File: config.mk
export PLATFORM = sky130hd
export DESIGN_NAME = kml_sqdiff
export DESIGN_NICKNAME = d
export VERILOG_FILES = /design/src/hdl/kml_pkg.sv /design/src/hdl/kml_sqdiff.sv
export SDC_FILE = /design/constraint.sdc
export NUM_CORES = 1
export LEC_CHECK = 0
export BUFFER_PORTS_ARGS = -buffer_cell sky130_fd_sc_hd__buf_2
export CORE_UTILIZATION = 55
export CTS_CLUSTER_SIZE = 24
export DETAILED_ROUTE_END_ITERATION = 6
export PLACE_DENSITY = 0.83
export SKIP_CTS_REPAIR_TIMING = 1
export SYNTH_ARGS = -nofsm -noshare
export SYNTH_HDL_FRONTEND = slang
export SYNTH_SLANG_ARGS = --single-unit
File: constraint.sdc
create_clock -name clk_i -period 34.3 [get_ports clk_i]
set_input_delay 3.43 -clock clk_i [delete_from_list [all_inputs] [get_ports clk_i]]
set_output_delay 3.43 -clock clk_i [all_outputs]
set_load 0.05 [all_outputs]
File: src/hdl/kml_pkg.sv
// ----------------------------------------------------------------------------
// kml_pkg
// Types, codes and sizes shared by the k-means clusterer modules.
// ----------------------------------------------------------------------------
package kml_pkg;

  localparam int MAX_POINTS   = 1024;
  localparam int MAX_CLUSTERS = 8;
  localparam int MAX_DIM      = 4;
  localparam int COORD_W      = 16;
  localparam int PT_AW        = 10;  // point store address bits
  localparam int CNT_W        = 11;  // point and cluster member counts
  localparam int CL_W         = 3;   // cluster index bits
  localparam int DIM_W        = 2;   // coordinate index bits
  localparam int SUM_W        = 26;  // per-cluster coordinate sums
  localparam int SQ_W         = 32;  // one squared difference
  localparam int ACC_W        = 38;  // summed squared differences
  localparam int THR_W        = 36;
  localparam int CFG_AW       = 2;

  typedef enum logic [1:0] {
    ACT_LOAD_POINT    = 2'd0,
    ACT_LOAD_CENTROID = 2'd1,
    ACT_TRAIN         = 2'd2,
    ACT_CLASSIFY      = 2'd3
  } action_e;

  typedef enum logic [1:0] {
    KIND_CLASSIFY = 2'd0,
    KIND_CENTROID = 2'd1,
    KIND_STATUS   = 2'd2
  } kind_e;

  typedef enum logic [CFG_AW-1:0] {
    CFG_NUM_CLUSTERS = 2'd0,
    CFG_DIMENSIONS   = 2'd1,
    CFG_MAX_ITER     = 2'd2,
    CFG_THRESHOLD    = 2'd3
  } cfg_idx_e;

  typedef struct packed {
    logic [1:0]                action;
    logic signed [COORD_W-1:0] coord_0;
    logic signed [COORD_W-1:0] coord_1;
    logic signed [COORD_W-1:0] coord_2;
    logic signed [COORD_W-1:0] coord_3;
    logic [CL_W-1:0]           slot;
  } in_word_t;

  typedef struct packed {
    logic [1:0]                kind;
    logic [CL_W-1:0]           cluster_index;
    logic signed [COORD_W-1:0] out_coord_0;
    logic signed [COORD_W-1:0] out_coord_1;
    logic signed [COORD_W-1:0] out_coord_2;
    logic signed [COORD_W-1:0] out_coord_3;
    logic                      converged;
    logic [7:0]                passes_done;
    logic                      points_dropped;
    logic                      last;
  } out_word_t;

endpackage

File: src/hdl/kml_sqdiff.sv
// ----------------------------------------------------------------------------
// kml_sqdiff
// Shared squared-difference unit with a running accumulator.
// ----------------------------------------------------------------------------
module kml_sqdiff (
  input  logic                              clk_i,
  input  logic                              rst_ni,
  input  logic signed [kml_pkg::COORD_W-1:0] a_i,
  input  logic signed [kml_pkg::COORD_W-1:0] b_i,
  input  logic                              en_i,
  input  logic                              first_i,
  output logic [kml_pkg::SQ_W-1:0]          sq_o,
  output logic [kml_pkg::ACC_W-1:0]         sum_o
);

  logic signed [kml_pkg::COORD_W:0]     diff;
  logic signed [2*kml_pkg::COORD_W+1:0] prod;
  logic [kml_pkg::ACC_W-1:0]            acc_q;

  assign diff  = {a_i[kml_pkg::COORD_W-1], a_i} - {b_i[kml_pkg::COORD_W-1], b_i};
  assign prod  = diff * diff;
  assign sq_o  = prod[kml_pkg::SQ_W-1:0];
  assign sum_o = (first_i ? '0 : acc_q) + kml_pkg::ACC_W'(sq_o);

  always_ff @(posedge clk_i or negedge rst_ni) begin
    if (!rst_ni) begin
      acc_q <= '0;
    end else if (en_i) begin
      acc_q <= sum_o;
    end
  end

endmodule

# Word level (Yosys, flattened, before mapping)
# Cells that the tools add are included.
[op_classes] addsub=2 muxes=1 n_mul=1
[op_table] operator="38-bit by 32-bit adder with 38-bit output" count=1
[op_table] operator="38-bit 2-to-1 mux" count=1
[op_table] operator="17-bit by 17-bit multiplier with 32-bit output" count=1
[op_table] operator="16-bit by 16-bit subtractor with 17-bit output" count=1
[totals] ff_bits=38 out_inout_bits=70

# Logic depth before layout (Yosys ltp)
[logic_depth] depth_word=3 mapped_depth=44

# Worst setup path before layout
# Ideal clock, no wire load.
[synth_timing] path_type="input to output" start="in b_i[2] (netlist bit)" end="out sum_o[34] (netlist bit)" path_stages=39 slack_ns=17.220 required_ns=30.870 arrival_time_ns=13.650 path_buffers=1 path_cell_list="inv_1 -> ha_1 -> nor2b_1 -> o31a_1 -> o41a_1 -> a211oi_2 -> o21bai_1 -> a21oi_1 -> xor2_1 -> inv_1 -> buf_2 -> nand2_1 -> fa_1 -> fa_1 -> fa_1 -> inv_1 -> fa_1 -> fa_1 -> [3 not listed] -> ha_1 -> nand3_1 -> nor3_1 -> o21ai_0 -> and3_1 -> o21ai_0 -> o21a_1 -> nor2_1 -> xnor2_1 -> ha_1 -> and3_1 -> and3_1 -> and2_1 -> a221o_1 -> a41oi_2 -> a21oi_4 -> a31o_2 -> a21oi_1"
[synth_between] elab_chain_len=3
[synth_rtl] item="from (decl)" line_no="kml_sqdiff.sv:9" source="input logic signed [kml_pkg::COORD_W-1:0] b_i,"
[synth_rtl] item="16-bit by 16-bit subtractor with 17-bit output" line_no="kml_sqdiff.sv:20" source="assign diff = {a_i[kml_pkg::COORD_W-1], a_i} - {b_i[kml_pkg::COORD_W-1], b_i};"
[synth_rtl] item="17-bit by 17-bit multiplier with 32-bit output" line_no="kml_sqdiff.sv:21" source="assign prod = diff * diff;"
[synth_rtl] item="net sq_o (one bit)" line_no="kml_sqdiff.sv:12" source="output logic [kml_pkg::SQ_W-1:0] sq_o,"
[synth_rtl] item="38-bit by 32-bit adder with 38-bit output" line_no="kml_sqdiff.sv:23" source="assign sum_o = (first_i ? '0 : acc_q) + kml_pkg::ACC_W'(sq_o);"
[synth_rtl] item="to (decl)" line_no="kml_sqdiff.sv:13" source="output logic [kml_pkg::ACC_W-1:0] sum_o"
# The timed path passes the listed nets, and every way through them passes these cells.

# Final worst setup path
[layout_timing] start="in b_i[1] (netlist bit)" end="out sum_o[37] (netlist bit)"
[layout_between] elab_chain_len=3
[layout_rtl] item="16-bit by 16-bit subtractor with 17-bit output" line_no="kml_sqdiff.sv:20"
[layout_rtl] item="17-bit by 17-bit multiplier with 32-bit output" line_no="kml_sqdiff.sv:21"
[layout_rtl] item="38-bit by 32-bit adder with 38-bit output" line_no="kml_sqdiff.sv:23"
# No other way between the ends.

==> impl_metrics.yaml <==
logic_synthesis:
  synth-simple-area-share_pct: 13.30
  yosysMostFrequentCell: "inv_1"
  ys_ff_latch: 38
  synth_mux_area_share_pct: 2.935
  synth_top_family_by_area: "adder cells"
  ys.flop_type: "dfrtp_1"
  yosysWarnings: 0
  synth_compound_area_share_pct: 9.410
  syn-num-nets: 1897
  synth_xor_area_share_pct: 5.597
  synth_top_cell_by_area: "fa_1"
  synthCells: 1478
  ys_seq_area_share_pct: 7.173
  async_flop_share_pct: 100.0
  synth_area_um2: 13260
  ys_types: 72
  synthTopCellsByArea: "fa_1 39%, ha_1 12%, inv_1 9.5%"
  synth.avg_cell_area_um2: 8.969
  synthAdderAreaFrac_pct: 50.76
  yosysTopAreaCellShare_pct: 38.96
  synthTopCellsByCount: "337 x inv_1, 258 x fa_1, 128 x nor2_1"
  synth_edf_count: 0
floorplan:
  die_area_um2: 24730
  die_w_um: 157.3
  rows: 56
  initial_utilization_pct: 56.31
  die_h_um: 157.3
  top_level_ports: 106
  core_area_um2: 23540
cts:
  clk_latency_ns: 0.28
  clock_path_buffers: 2
  cts_tree: "yes"
  cts_made_buffers: 5
  cts_max_level: 2
  cts_num_sinks: 38
  path_clk_slew_ns: 0.06
  cts_root_buffer: "clkbuf_16"
final_layout:
  area_growth_pct: 7.862
  design_area_um2: 14300
  fin_util_pct: 60.74
  drive_above_1_share_pct: 11.19
  final_nets: 1982
  reg_top3: "acc_q: 38 flops"
  regMostFlops: "acc_q"
  largest_reg_flops: 38
  diodes: 0
placed_design:
  place.gp.congestion: 0.9564
  dp_hpwl_um: 26120
  post_dp_cell_area_um2: 14100
  port_buffers: 104
grt:
  antenna_found_initial: 0
  grt_pass1_wl_um: 52100
  first_global_vias: 11020
  grt_max_degree: 51
  track_usage_pct: 27.06
  overflow: 0
drt:
  viasPerCell: 5.478
  ant_nets: 0
  drt_iter0_markers: 496
  wl_per_cell_um: 16.22
  first_pass_iters: 6
  drc_errors: 0
  via_count: 10320
  wl_um: 30550
setup_path:
  reg2regPathDepth: 11
  r2r_slack_ns: 30.61
  cp-start-kind: "primary input"
  crit_end: "sum_o[37]"
  cp_slowest_cell: "nor2_1"
  regToRegStartpoint: "acc_q[2]"
  crit_start: "b_i[1]"
  required_ns: 30.87
  crit_path_max_incr_delay_ns: 0.84
  cp.arrival_ns: 14.48
  critPathMostFrequentCell: "fa_1"
  path_max_fanout: 14
  r2r_end: "acc_q[37]"
  endpoint_kind: "output pin"
  setup.worst_path.class: "primary input to output pin"
timing:
  tightestPinTransition_ns: 1.087
  tns_ns: 0
  finalClockSkew_ns: 0.005789
  fin_crit_sh_pct: 52.23
  holdWs_ns: 0.5015
  finalMaxSlewViolations: 0
  max-slew-margin-rel_pct: 27.25
  setup-violations-final: 0
  rsz0062_at_grt: "false"
  period_needed_ns: 17.91
  hold_viol_final: 0
  max_freq_mhz: 55.82
worst_hold_path:
  min-delay-path-class: "register to register"
status:
  status: "completed"
run:
  maxCapViolations: 0
[metrics by stage]
stage               setup WS [ns]  instances
finish                      16.39       1883
global route                15.68       1883
CTS                         16.54       1883
detailed placement          16.65       1875
global placement            16.80       1875
floorplan                   17.22       1478
[worst max-delay path, delay by kind of cell]
family	cells	cell delay [ns]
AO/OA/AOI/OAI	11	3.32
XOR/XNOR	1	0.11
adder cells (fa/ha/maj)	9	3.83
buffers and inverters	7	1.11
multiplexers	1	0.16
AND/OR/NAND/NOR	10	2.51
[final cells by class]
type | instances | area, µm²
multi-input cells | 1062 | 10870
fillers | 2033 | 9244
inverters | 343 | 1287
flip-flops and latches | 38 | 950.9
repair buffers | 113 | 588.1
well taps | 319 | 399.1
clock buffers | 6 | 138.9
clock inverters | 2 | 60.06
[cell families after synthesis]
| logic type | Yosys count |
|---|---|
| buffers and inverters | 378 |
| multiplexers | 35 |
| other | 1 |
| flip-flops | 38 |
| XOR/XNOR | 81 |
| adder cells (fa/ha/maj) | 383 |
| AND/OR/NAND/NOR | 379 |
| AO/OA/AOI/OAI | 183 |
[per-layer routing]
layer	routed length (µm)	track usage, %	vias to the layer above
met5	0	0	-
met4	1474	11.93	0
met3	1870	4.928	100
met2	15620	48.44	342
met1	11580	31.56	5131
li1	-	-	4742
[cell usage in the layout, fill, tap and decap left out, types with 5 or more instances in the layout]
cell type / count
mux2_2: 31
o21ai_0: 27
and2_1: 6
a211oi_1: 8
xor2_1: 22
buf_4: 9
or3_1: 6
and3_1: 11
nor2_1: 128
inv_1: 337
o21a_1: 10
nand2_1: 114
o21bai_1: 7
nand2b_1: 16
ha_1: 125
buf_2: 104
a21oi_1: 52
nor3_1: 14
fa_1: 258
nor2b_1: 44
o211ai_1: 5
or2_2: 7
xnor2_1: 57
nand3_1: 12
o31ai_1: 5
a21o_1: 31
clkbuf_16: 5
nand4_1: 7
dfrtp_1: 38
[worst min path at each step]
stage	end	slack (ns)	cells past startpoint	from
floorplan	acc_q[19]	0.45	2	acc_q[19]
global placement	acc_q[19]	0.47	2	acc_q[19]
detailed placement	acc_q[19]	0.48	2	acc_q[19]
CTS	acc_q[30]	0.50	1	acc_q[30]
global route	acc_q[26]	0.51	1	acc_q[26]
finish	acc_q[30]	0.50	1	acc_q[30]
Power is left out: the tool's default activity adds up to more than one toggle a clock period on the data nets, which glitch-free logic cannot reach.
