==> src/hdl/kml_pkg.sv <==
// ----------------------------------------------------------------------------
// kml_pkg
// Types, codes and sizes shared by the k-means clusterer modules.
// ----------------------------------------------------------------------------
package kml_pkg;

  localparam int MAX_POINTS   = 1024;
  localparam int MAX_CLUSTERS = 8;
  localparam int MAX_DIM      = 4;
  localparam int COORD_W      = 16;
  localparam int PT_AW        = 10;  // point store address bits
  localparam int CNT_W        = 11;  // point and cluster member counts
  localparam int CL_W         = 3;   // cluster index bits
  localparam int DIM_W        = 2;   // coordinate index bits
  localparam int SUM_W        = 26;  // per-cluster coordinate sums
  localparam int SQ_W         = 32;  // one squared difference
  localparam int ACC_W        = 38;  // summed squared differences
  localparam int THR_W        = 36;
  localparam int CFG_AW       = 2;

  typedef enum logic [1:0] {
    ACT_LOAD_POINT    = 2'd0,
    ACT_LOAD_CENTROID = 2'd1,
    ACT_TRAIN         = 2'd2,
    ACT_CLASSIFY      = 2'd3
  } action_e;

  typedef enum logic [1:0] {
    KIND_CLASSIFY = 2'd0,
    KIND_CENTROID = 2'd1,
    KIND_STATUS   = 2'd2
  } kind_e;

  typedef enum logic [CFG_AW-1:0] {
    CFG_NUM_CLUSTERS = 2'd0,
    CFG_DIMENSIONS   = 2'd1,
    CFG_MAX_ITER     = 2'd2,
    CFG_THRESHOLD    = 2'd3
  } cfg_idx_e;

  typedef struct packed {
    logic [1:0]                action;
    logic signed [COORD_W-1:0] coord_0;
    logic signed [COORD_W-1:0] coord_1;
    logic signed [COORD_W-1:0] coord_2;
    logic signed [COORD_W-1:0] coord_3;
    logic [CL_W-1:0]           slot;
  } in_word_t;

  typedef struct packed {
    logic [1:0]                kind;
    logic [CL_W-1:0]           cluster_index;
    logic signed [COORD_W-1:0] out_coord_0;
    logic signed [COORD_W-1:0] out_coord_1;
    logic signed [COORD_W-1:0] out_coord_2;
    logic signed [COORD_W-1:0] out_coord_3;
    logic                      converged;
    logic [7:0]                passes_done;
    logic                      points_dropped;
    logic                      last;
  } out_word_t;

endpackage

==> src/hdl/kml_div.sv <==
// ----------------------------------------------------------------------------
// kml_div
// Restoring divider, one quotient bit a cycle, truncating toward zero.
// ----------------------------------------------------------------------------
module kml_div (
  input  logic                               clk_i,
  input  logic                               rst_ni,
  input  logic                               start_i,
  input  logic signed [kml_pkg::SUM_W-1:0]   dividend_i,
  input  logic [kml_pkg::CNT_W-1:0]          divisor_i,
  output logic                               done_o,
  output logic signed [kml_pkg::COORD_W-1:0] quot_o
);

  logic                        busy_q, done_q, neg_q;
  logic [4:0]                  cnt_q;
  logic [kml_pkg::SUM_W-1:0]   work_q;
  logic [kml_pkg::CNT_W-1:0]   rem_q, dvs_q;
  logic [kml_pkg::CNT_W:0]     shifted;
  logic [kml_pkg::CNT_W+1:0]   trial;

  assign shifted = {rem_q, work_q[kml_pkg::SUM_W-1]};
  assign trial   = {1'b0, shifted} - {2'b00, dvs_q};
  assign done_o  = done_q;
  assign quot_o  = neg_q ? -work_q[kml_pkg::COORD_W-1:0] : work_q[kml_pkg::COORD_W-1:0];

  always_ff @(posedge clk_i or negedge rst_ni) begin
    if (!rst_ni) begin
      busy_q <= 1'b0;
      done_q <= 1'b0;
      neg_q  <= 1'b0;
      cnt_q  <= '0;
      work_q <= '0;
      rem_q  <= '0;
      dvs_q  <= '0;
    end else begin
      done_q <= 1'b0;
      if (start_i && !busy_q) begin
        busy_q <= 1'b1;
        cnt_q  <= '0;
        neg_q  <= dividend_i[kml_pkg::SUM_W-1];
        work_q <= dividend_i[kml_pkg::SUM_W-1] ? -dividend_i : dividend_i;
        rem_q  <= '0;
        dvs_q  <= divisor_i;
      end else if (busy_q) begin
        // keep the trial remainder when it did not borrow
        if (!trial[kml_pkg::CNT_W+1]) begin
          rem_q  <= trial[kml_pkg::CNT_W-1:0];
          work_q <= {work_q[kml_pkg::SUM_W-2:0], 1'b1};
        end else begin
          rem_q  <= shifted[kml_pkg::CNT_W-1:0];
          work_q <= {work_q[kml_pkg::SUM_W-2:0], 1'b0};
        end
        cnt_q <= cnt_q + 5'd1;
        if (cnt_q == 5'(kml_pkg::SUM_W - 1)) begin
          busy_q <= 1'b0;
          done_q <= 1'b1;
        end
      end
    end
  end

endmodule

==> config.mk <==
export PLATFORM = sky130hd
export DESIGN_NAME = kml_div
export DESIGN_NICKNAME = d
export VERILOG_FILES = /design/src/hdl/kml_pkg.sv /design/src/hdl/kml_div.sv
export SDC_FILE = /design/constraint.sdc
export NUM_CORES = 1
export LEC_CHECK = 0
export ABC_AREA = 1
export BUFFER_PORTS_ARGS = -buffer_cell sky130_fd_sc_hd__buf_2
export CAP_MARGIN = 20
export CELL_PAD_IN_SITES_DETAIL_PLACEMENT = 1
export CELL_PAD_IN_SITES_GLOBAL_PLACEMENT = 1
export CORE_ASPECT_RATIO = 1.1
export CORE_MARGIN = 4
export CORE_UTILIZATION = 46
export CTS_BUF_LIST = sky130_fd_sc_hd__clkbuf_8
export CTS_CLUSTER_DIAMETER = 120
export DETAILED_ROUTE_END_ITERATION = 8
export PLACE_DENSITY = 0.86
export RECOVER_POWER = 100
export SLEW_MARGIN = 10
export SYNTH_ARGS = -nofsm -noshare
export SYNTH_HDL_FRONTEND = slang
export SYNTH_SLANG_ARGS = --single-unit
==> constraint.sdc <==
create_clock -name clk_i -period 4 [get_ports clk_i]
set_input_delay 0.2 -clock clk_i [delete_from_list [all_inputs] [get_ports clk_i]]
set_output_delay 0.2 -clock clk_i [all_outputs]
set_load 0.01 [all_outputs]
# Yosys cells after proc, flatten, opt, wreduce, memory -nomap -nowiden
# Index checks and enable logic that the tools add are counted.
# totals
regBits,56
word_cells,31
# classes
addsub,4
n_eq_ne,1
mux,16
reduce_logical,3
# op_table
operator,n
2-to-1 mux 26 bit,3
2-to-1 mux 11 bit,3
negation 26 bit,1
2-to-1 mux 16 bit,1
negation 16 bit,1
subtractor 12 x 11 -> 13 bit,1
2-to-1 mux 5 bit,2
2-to-1 mux 1 bit,7
"adder 5 x 1 -> 5 bit, second input constant",1
"== test 5 bit, second input constant",1
nonzero test 2 bit,1
logical AND 1 bit,1
logical NOT 1 bit,1

# Longest topological paths before layout
# depth
word_depth,4
mapped_depth,13
ltp_nobuf,12

# Worst setup path after synthesis
# OpenSTA, ideal clock, no wires.
# synth_path
path_type,reg-to-reg
start,register work_q[25] (netlist bit)
end,register rem_q[9] (netlist bit)
t_arrival_ns,1.784
t_required_ns,3.884
slack_ns,2.099
stages_incl_launch_ff,14
period_less_slack_ns,1.901
cell_sequence,dfrtp_1 -> inv_1 -> ha_1 -> inv_1 -> fa_1 -> nand3_1 -> nand2_1 -> nand3_1 -> nand3_2 -> buf_6 -> nor2_1 -> nor2_1 -> nand2_1 -> nand2_1
# synth_via
elab_chain_len,4
# synth_lines
element,line_no,text
start: declaration,kml_div.sv:17,logic [kml_pkg::SUM_W-1:0] work_q;
start signal: assignment,kml_div.sv:42,work_q <= dividend_i[kml_pkg::SUM_W-1] ? -dividend_i : dividend_i;
start signal: assignment,kml_div.sv:49,"work_q <= {work_q[kml_pkg::SUM_W-2:0], 1'b1};"
start signal: assignment,kml_div.sv:52,"work_q <= {work_q[kml_pkg::SUM_W-2:0], 1'b0};"
subtractor 12 x 11 -> 13 bit,kml_div.sv:23,"assign trial = {1'b0, shifted} - {2'b00, dvs_q};"
2-to-1 mux 11 bit,kml_div.sv:47,if (!trial[kml_pkg::CNT_W+1]) begin
2-to-1 mux 11 bit,kml_div.sv:45,end else if (busy_q) begin
2-to-1 mux 11 bit,kml_div.sv:38,if (start_i && !busy_q) begin
end signal: assignment,kml_div.sv:48,rem_q <= trial[kml_pkg::CNT_W-1:0];
end signal: assignment,kml_div.sv:51,rem_q <= shifted[kml_pkg::CNT_W-1:0];
end: declaration,kml_div.sv:18,"logic [kml_pkg::CNT_W-1:0] rem_q, dvs_q;"
# Every way passes these cells. The select of a mux whose other input is x is not followed.
# A chain may end at the register's enable or synchronous reset.

# Worst setup path in the final report
# layout_path
start,register busy_q
end,register work_q[19] (netlist bit)
# layout_via
elab_chain_len,3
# layout_lines
element,line_no,text
start: declaration,kml_div.sv:15,"logic busy_q, done_q, neg_q;"
start signal: assignment,kml_div.sv:29,busy_q <= 1'b0;
start signal: assignment,kml_div.sv:39,busy_q <= 1'b1;
start signal: assignment,kml_div.sv:56,busy_q <= 1'b0;
logical NOT 1 bit,kml_div.sv:38,
logical AND 1 bit,kml_div.sv:38,
2-to-1 mux 26 bit or nonzero test 2 bit (tied branches),-,
# Parallel ways exist; a longest one is shown, timed or not.

==> run_results.csv <==
group,metric,value,unit
outcome,status,"completed",
clock_network,cts.htree.levels,2,
setup_path,crit_path_start_kind,"flop",
global_route,grt_pass1_wl,19200,µm
setup_path,timing.critical_path.cells,"inv_1, nand2_1, inv_1, nand3_1, nand2_1, o21ai_0",
setup_path,cpMaxStageDelayCell,"inv_1",
setup_path,worstPathMaxFanout,38,
drt,post_drt_via_cell_ratio,5.46,
synth,synthesis.instances,557,
power_and_ir_drop,power.leakage,2.12,nW
sta,timing.final.crit_period,2.88,ns
drt,drt_first_pass_iters,4,
clock_network,insertion_delay,0.32,ns
worst_hold_path,timing.hold.worst.class,"input port to asynchronous set/reset pin",
synth,synth.distinct_cells,36,
setup_path,max_stage_delay,1.05,ns
final_layout,post-route-util,0.516,
global_route,pin_count_of_the_biggest_net_entering_global_routing,57,
synth,mappedNetlistNets,613,
setup_path,worst_r2r_endpoint,"work_q[19]",
drt,drcViolationCount,0,
power_and_ir_drop,max_vdd_drop,0.233,mV
final_layout,antenna-diode-count,0,
clock_network,cts_sinks,56,
synth,synthFlopType,"dfrtp_1",
sta,final.hold.worst_slack,0.00364,ns
die,y_dimension_of_the_die,105,µm
sta,fin_skew,0.0111,ns
synth,mean_syn_cell_area,7.11,µm²
setup_path,crit_family,"buffers and inverters",
placement,finalWeightedCongestion,0.869,
global_route,first_global_vias,4102,
power_and_ir_drop,power_per_cell_area,815,nW/µm²
final_layout,syn2layout_area_growth,9.51,%
global_route,globalRoute.totalOverflow,0,
sta,maxSlewViolCount,0,
drt,ant_nets,0,
synth,netlist_top_cells_area,"dfrtp_1 (35%), nand2_1 (13%), nor2_1 (5.6%), nand3_1 (5.4%), inv_1 (5.2%)",
synth,synth-async-reset-ratio,1.00,
run,number_of_maximum_capacitance_constraint_violations,0,
clock_network,tritoncts,"yes",
sta,timing.fmax,0.347,GHz
sta,hold_violations,0,
sta,relSlewSlack,0.0742,
setup_path,critPathRequiredTime,4.19,ns
drt,drt_iter0_drc,160,
final_layout,final_design_area_no_fill,4340,µm²
final_layout,final_net_count,659,
synth,synth_enable_flop_cells,0,
placement,portBuffers,56,
synth,synthDominantAreaCellType,"dfrtp_1",
placement,place_area,4300,µm²
synth,synth_warnings,0,
setup_path,cp_num_buf_inv,2,
synth,synth_top_cell_area_share,0.354,
die,core.rowCount,35,
sta,totalNegativeSetupSlack,0,ns
setup_path,setup.reg_to_reg.worst_slack,1.12,ns
die,top_level_ports,57,
drt,detail_route.wirelength,11000,µm
global_route,antenna_violations_before_repair,0,
die,floorplan.die_area,10200,µm²
drt,wl_per_cell,15.5,µm
sta,timing.final.setup_violations,0,
die,die_w,96.5,µm
synth,postSynthRegisterBits,56,
drt,dr_vias,3899,
setup_path,timing.reg2reg.worst_path_depth,6,
clock_network,post-cts-setup-buffers,0,
die,core-area,8410,µm²
sta,worst_slew_pin_slew,1.39,ns
sta,grt_setup_unrepaired,"false",
global_route,global_route.usage.total,0.235,
clock_network,cts.clk_slew.worst_paths,0.10,ns
clock_network,cts_buffer_depth,2,
synth,syn_area,3960,µm²
clock_network,ctsRootBufferMaster,"clkbuf_8",
placement,dpl.hpwl,8610,µm
setup_path,critical_path.reg2reg.startpoint,"busy_q",
setup_path,worst_setup_path_end_kind,"flop",
clock_network,cts.repair.resized,0,
clock_network,numCtsBuffers,5,
die,effective_utilization_at_floorplan,0.471,
clock_network,cts_hold_repair.buffers,0,
setup_path,cp.arrival,3.08,ns
final_layout,drive_gt1_frac,0.108,
power_and_ir_drop,finalPower,3.54,mW
synth,yosysSeqAreaShare,0.354,
setup_path,setup.worst_path.class,"flop to flop",
sta,finalCritPeriodShare,0.721,
[cells in the mapped netlist (12+ instances only)]
cell type and instances:
inv_1 55, a22oi_1 18, nor2_1 59, o21ai_1 17, o21ai_0 33, nand2_1 140
a21oi_1 21, ha_1 15, nand3_1 43, nand4_1 12, xor2_1 16, dfrtp_1 56
[layer usage]
layer,part of all wire,GRT usage,vias to the layer above
met5,0,0,-
met4,0.023,0.0671,0
met3,0.026,0.0264,17
met2,0.51,0.405,67
met1,0.45,0.306,1880
li1,-,-,1935
[registers in the layout, indices dropped and copies added, names as in the netlist]
register,count
work_q,26
dvs_q,11
rem_q,11
cnt_q,5
busy_q,1
done_o,1
neg_q,1
[worst max path at each step]
stage | start | to | slack (ns) | cells after the start
finish | busy_q | work_q[19] | 1.12 | 6
global route | busy_q | work_q[20] | 0.79 | 6
CTS | work_q[25] | rem_q[10] | 1.60 | 12
detailed placement | work_q[25] | rem_q[9] | 1.62 | 12
global placement | work_q[25] | rem_q[10] | 1.78 | 12
floorplan | work_q[25] | rem_q[9] | 2.10 | 13
[layout by cell type, fill, tap and decap left out, drive strengths merged, types with 4 or more instances in the layout]
master,instances
xor2,16
dfrtp,56
nand2,143
o21ai,50
clkbuf,21
nor2,64
nand3b,4
buf,43
o211ai,4
ha,15
nor3,6
nand3,46
a22oi,18
o221ai,6
nand4,12
inv,61
a21oi,23
[power breakdown]
part           internal, mW  switching [mW]
logic                 0.801            1.34
clock network         0.118           0.187
registers             0.862           0.232
total                  1.78            1.75
[cell families (layout without fill, tap and decap cells)]
kind of cell,count (synthesis),count (layout),synth area share
xor gates and xnor gates,19,19,0.0420
and+or+nand+nor,277,277,0.307
AOI/OAI and AO/OA,108,108,0.161
buffers and inverters,81,127,0.0837
adders and majority gates,16,16,0.0524
DFF,56,56,0.354
[per-stage QoR]
stage          setup slack (ns)  std cells
5_1_grt                   0.787        714
3_3_place_gp               1.78        707
6_report                   1.12        714
2_1_floorplan              2.10        557
3_5_place_dp               1.62        707
4_1_cts                    1.60        714
[layout make-up]
cell class / instances / area (µm²)
Fill cell: 1168 / 4070
Multi-Input combinational cell: 420 / 2210
Sequential cell: 56 / 1400
Timing Repair Buffer: 59 / 280
Inverter: 61 / 229
Tap cell: 111 / 139
Clock buffer: 5 / 68.8
Clock inverter: 2 / 8.76
Power figures use the tool's default switching activity.
